### src/rtl/core/legendre_polynomial_eval_macros.svh
// Assertion macros for the Legendre polynomial evaluator.
`ifndef LEGENDRE_POLYNOMIAL_EVAL_MACROS_SVH
`define LEGENDRE_POLYNOMIAL_EVAL_MACROS_SVH
`ifndef SYNTHESIS
`define LPE_ASSERT_IMP(lbl, ante, cons, msg) \
  lbl: assert property (@(posedge clk) disable iff (rst) (ante) |-> (cons)) \
    else $error(msg);
`define LPE_ASSERT_NXT(lbl, ante, cons, msg) \
  lbl: assert property (@(posedge clk) disable iff (rst) (ante) |=> (cons)) \
    else $error(msg);
`else
`define LPE_ASSERT_IMP(lbl, ante, cons, msg)
`define LPE_ASSERT_NXT(lbl, ante, cons, msg)
`endif
`endif

### src/rtl/core/lpe_pkg.sv
// Shared types and constants of the Legendre polynomial evaluator.
`default_nettype none
package lpe_pkg;

  localparam int FRAC_BITS     = 30;
  localparam int MAX_ORDER_DEF = 31;

  localparam int ORDER_W = 5;
  localparam int POINT_W = 32;
  localparam int VALUE_W = 32;
  localparam int SLOPE_W = 42;

  localparam int CUR_W  = 34;
  localparam int XMAG_W = 31;
  localparam int PROD_W = XMAG_W + CUR_W - 1;
  localparam int MQ_W   = PROD_W - FRAC_BITS;

  localparam int DIG = 8;
  localparam int NDW = 40;
  localparam int NMW = 38;
  localparam int DVW = NMW + FRAC_BITS;
  localparam int DSW = FRAC_BITS + 1;
  localparam int QW  = SLOPE_W;

  localparam logic signed [POINT_W-1:0] ONE_P = POINT_W'(64'd1 << FRAC_BITS);

  typedef enum logic [3:0] {
    S_IDLE,
    S_MUL,
    S_COMB,
    S_DST,
    S_DIV,
    S_FXX,
    S_FXC,
    S_FNUM,
    S_FDST,
    S_FDIV,
    S_DONE
  } lpe_state_t;

  typedef struct packed {
    logic start;
    logic wide;
  } lpe_div_req_t;

  typedef struct packed {
    logic busy;
    logic done;
    logic ovf;
  } lpe_div_stat_t;

endpackage
`default_nettype wire

### src/rtl/core/lpe_div.sv
// Shared restoring divider: eight quotient bits a cycle for small divisors, one for wide ones.
`default_nettype none
module lpe_div import lpe_pkg::*; #(
  parameter int KW = 5
) (
  input  logic              clk,
  input  logic              rst,
  input  lpe_div_req_t      req,
  input  logic [DVW-1:0]    dividend,
  input  logic [DSW-1:0]    divisor,
  output lpe_div_stat_t     stat,
  output logic [QW-1:0]     quo,
  output logic [DSW-1:0]    rem
);

  localparam int CNT_W = $clog2(DVW + 1);
  localparam int NCYC  = NDW / DIG;

  logic             busy;
  logic             done;
  logic             wide;
  logic [CNT_W-1:0] cnt;
  logic [DVW-1:0]   dvd;
  logic [DSW-1:0]   dsr;
  logic             ovf;

  logic [KW-1:0]    nrem;
  logic [KW:0]      nwork;
  logic [DIG-1:0]   nbits;
  logic [DSW:0]     wwork;
  logic             wfit;
  logic [DSW-1:0]   wrem;

  always_comb begin
    nrem  = rem[KW-1:0];
    nwork = '0;
    nbits = '0;
    for (int i = 0; i < DIG; i++) begin
      nwork = {nrem, dvd[DVW-1-i]};
      if (nwork >= {1'b0, dsr[KW-1:0]}) begin
        nrem             = KW'(nwork - {1'b0, dsr[KW-1:0]});
        nbits[DIG-1-i]   = 1'b1;
      end else begin
        nrem             = nwork[KW-1:0];
        nbits[DIG-1-i]   = 1'b0;
      end
    end
  end

  always_comb begin
    wwork = {rem, dvd[DVW-1]};
    wfit  = (wwork >= {1'b0, dsr});
    wrem  = wfit ? DSW'(wwork - {1'b0, dsr}) : wwork[DSW-1:0];
  end

  always_ff @(posedge clk) begin
    if (rst) begin
      busy <= 1'b0;
      done <= 1'b0;
      cnt  <= '0;
    end else begin
      done <= 1'b0;
      if (req.start) begin
        busy <= 1'b1;
        cnt  <= req.wide ? CNT_W'(DVW) : CNT_W'(NCYC);
      end else if (busy) begin
        cnt <= cnt - CNT_W'(1);
        if (cnt == CNT_W'(1)) begin
          busy <= 1'b0;
          done <= 1'b1;
        end
      end
    end
  end

  always_ff @(posedge clk) begin
    if (req.start) begin
      wide <= req.wide;
      dvd  <= dividend;
      dsr  <= divisor;
      rem  <= '0;
      quo  <= '0;
      ovf  <= 1'b0;
    end else if (busy) begin
      if (wide) begin
        dvd <= dvd << 1;
        rem <= wrem;
        quo <= {quo[QW-2:0], wfit};
        ovf <= ovf | quo[QW-1];
      end else begin
        dvd <= dvd << DIG;
        rem <= DSW'(nrem);
        quo <= {quo[QW-DIG-1:0], nbits};
        ovf <= ovf | (|quo[QW-1 -: DIG]);
      end
    end
  end

  assign stat.busy = busy;
  assign stat.done = done;
  assign stat.ovf  = ovf;

endmodule
`default_nettype wire

### config.mk
export PLATFORM = sky130hd
export DESIGN_NAME = lpe_div
export DESIGN_NICKNAME = d
export VERILOG_FILES = /design/src/rtl/core/legendre_polynomial_eval_macros.svh /design/src/rtl/core/lpe_pkg.sv /design/src/rtl/core/lpe_div.sv
export SDC_FILE = /design/constraint.sdc
export NUM_CORES = 1
export LEC_CHECK = 0
export BUFFER_PORTS_ARGS = -buffer_cell sky130_fd_sc_hd__clkbuf_2
export CAP_MARGIN = 20
export CELL_PAD_IN_SITES_DETAIL_PLACEMENT = 1
export CELL_PAD_IN_SITES_GLOBAL_PLACEMENT = 2
export CORE_AREA = 8 8 181 183
export CTS_CLUSTER_DIAMETER = 60
export DETAILED_ROUTE_END_ITERATION = 12
export DIE_AREA = 0 0 189 191
export PLACE_DENSITY = 0.95
export SLEW_MARGIN = 10
export SYNTH_ARGS = -nofsm -noshare
export SYNTH_HDL_FRONTEND = slang
export SYNTH_SLANG_ARGS = --single-unit
### constraint.sdc
create_clock -name clk -period 30.4 [get_ports clk]
set_input_delay 1.52 -clock clk [delete_from_list [all_inputs] [get_ports clk]]
set_output_delay 1.52 -clock clk [all_outputs]
set_load 0.03 [all_outputs]
==> impl_metrics.tcl <==
set metrics [dict create \
    drt_pass1_iterations 5 \
    final_common_cell "clkbuf_2" \
    drc 0 \
    grt_max_degree 108 \
    cts_tree "yes" \
    hpwl_mm 24.30 \
    wl_mm 33.06 \
    yosysWarnings 0 \
    initial_core_util 0.3832 \
    critical-path-top-delay-family "compound AO/OA/AOI/OAI gates" \
    antenna_found_initial 0 \
    synth_flop_cell "edfxtp_1" \
    dp_worst_setup_slack_ps 14380 \
    outcome "completed" \
    yosys_register_bits 183 \
    avgSynthCellArea_um2 9.557 \
    synth_fp_nets 1383 \
    syn-instance-count 1204 \
    clk_pin_slew_ps 90 \
    fin_crit_sh 0.5295 \
    slew_headroom 0.3313 \
    tightestPinTransition_ps 1003 \
    startpoint_type "register" \
    drive_gt1_frac 0.1925 \
    synthArstFlopShare 0 \
    ys_types 80 \
    ctsHtreeMaxLevel 4 \
    syn_area_um2 11510 \
    core_area_um2 30030 \
    path_max_fanout 14 \
    avgViaCountPerCell 5.345 \
    layout.nets 1522 \
    cts.hold.buffers_added 0 \
    fin_util 0.4433 \
    placed_area_um2 12700 \
    die_w_um 189 \
    synth_edf_count 100 \
    clock.fmax_ghz 0.06213 \
    port_buffers 178 \
    die_area_um2 36100 \
    cp_slowest_cell "edfxtp_1" \
    worst-path-buf-inv 6 \
    multi_input_area_um2 6294 \
    finalCriticalPeriod_ps 16100 \
    final_cell_mix "clkbuf_2 (177), nand2_1 (128), mux2i_1 (119), o21ai_0 (110), edfxtp_1 (100)" \
    die_h_um 191 \
    syn2layout_area_growth_pct 15.70 \
    avgRoutedWirePerCell_um 18.87 \
    clock-sinks 183 \
    stdcell_area_um2 13310 \
    required_ps 30760 \
    drv_cap 0 \
    vias 9365 \
    root_buffer "clkbuf_16" \
    worst_slack_ps 14300 \
    dr.first_iter.drc_count 515 \
    finalSetupTns_ps 0 \
    gp_congestion 0.8658 \
    cp-end-kind "register" \
    arrival_ps 16450 \
    gr-usage-all-layers 0.1824 \
    cpPeakStageDelay_ps 730 \
    cts_resized 0 \
    gr-total-overflow 0 \
    rsz0062_at_grt "no" \
    crit_type "reg2reg" \
    finalHoldViolCount 0 \
    row_count 64 \
    grt_pass1_vias 9982 \
    clock_latency_ps 450 \
    hp-class "reg2reg" \
    post_cts_buffers 0 \
    final_antenna_net_count 0 \
    grt_pass1_wl_mm 53.18 \
    io_pins 179 \
    clk_path_buf_depth 2 \
    fillers 3469 \
    yosysSeqAreaShare 0.4054 \
    numCtsBuffers 17 \
    setup_violations 0 \
    slew_violations 0 \
    ff_latch_area_um2 4666 \
    diodes 0 \
    skew_ps 20.76 \
]
-- flip-flops by register name, indices dropped and copies added (netlist names) --
name and cells:
dvd 68, rem 31, done 1, quo 42
wide 1, dsr 31, ovf 1, cnt 7
busy 1
-- worst reg2reg max path: cells and delay by family (launching register included) --
| family | cells | cell delay, ps |
|---|---|---|
| flip-flops | 1 | 730 |
| AO/OA/AOI/OAI | 31 | 7040 |
| adder cells (fa/ha/maj) | 8 | 2850 |
| AND/OR/NAND/NOR | 17 | 2850 |
| buffers and inverters | 6 | 860 |
| multiplexers | 5 | 1690 |
-- per-stage QoR --
| step | instances | hold WS (ps) |
|---|---|---|
| 2_1_floorplan | 1204 | 425.9 |
| 3_3_place_gp | 1720 | 433.2 |
| 5_1_grt | 1752 | 480.7 |
| 6_report | 1752 | 464.6 |
| 3_5_place_dp | 1720 | 461.1 |
| 4_1_cts | 1752 | 470.3 |
-- cell families after synthesis --
logic type / count (synthesis) / synth area share
buffers and inverters: 141 / 0.04893
flip-flops: 183 / 0.4054
multiplexers: 133 / 0.1189
AO/OA/AOI/OAI: 332 / 0.1900
XOR/XNOR: 48 / 0.03654
adder cells (fa/ha/maj): 76 / 0.08786
AND/OR/NAND/NOR: 291 / 0.1124
-- synthesized netlist by cell type (3+ instances only) --
master / count / area [um2]
a211oi_1: 43 / 322.8
a21boi_0: 6 / 45.04
a21o_1: 32 / 240.2
a21oi_1: 64 / 320.3
a21oi_2: 3 / 26.28
a22o_1: 7 / 61.31
a31oi_1: 4 / 25.02
and2_1: 4 / 25.02
and3_1: 4 / 25.02
buf_1: 12 / 45.04
buf_4: 3 / 22.52
buf_6: 3 / 33.78
clkbuf_1: 49 / 183.9
dfxtp_1: 83 / 1662
edfxtp_1: 100 / 3003
fa_1: 8 / 160.2
ha_1: 68 / 850.8
inv_1: 74 / 277.8
mux2_2: 10 / 112.6
mux2i_1: 119 / 1191
nand2_1: 128 / 480.5
nand2b_1: 9 / 56.30
nand3_1: 6 / 30.03
nand4_1: 4 / 25.02
nor2_1: 92 / 345.3
nor2b_1: 7 / 43.79
nor3_1: 11 / 55.05
nor3b_1: 4 / 30.03
o211ai_1: 3 / 22.52
o21a_1: 3 / 22.52
o21ai_0: 110 / 550.5
o21ai_1: 3 / 15.01
o21bai_1: 12 / 90.09
o221ai_1: 5 / 43.79
or3b_2: 3 / 26.28
xnor2_1: 26 / 227.7
xor2_1: 22 / 192.7
-- layer usage --
metal | up-vias | GRT usage | wire (um)
met1 | 4498 | 0.2231 | 14680
met2 | 205 | 0.3171 | 16230
met3 | 49 | 0.03466 | 1304
li1 | 4613 | - | -
met4 | 0 | 0.06434 | 850
met5 | - | 0 | 0
-- cell type report --
class	instances	area share
flip-flops and latches	183	0.3505
inverters	74	0.02086
clock inverters	13	0.01137
repair buffers	187	0.07246
multi-input cells	880	0.4727
well taps	396	0.03722
clock buffers	19	0.03487
-- path summary, 6_finish.rpt --
check                   start                   to  slack, ps  cells after the start
max reg2reg  dsr[1]$_DFFE_PP_  rem[3]$_SDFFE_PP0P_      14300                     67
min reg2reg  ovf$_SDFFE_PP0P_     ovf$_SDFFE_PP0P_        460                      2
max          dsr[1]$_DFFE_PP_  rem[3]$_SDFFE_PP0P_      14300                     67
min          ovf$_SDFFE_PP0P_     ovf$_SDFFE_PP0P_        460                      2
Power is left out: the tool's default activity adds up to more than one toggle a clock period on the data nets, which glitch-free logic cannot reach.
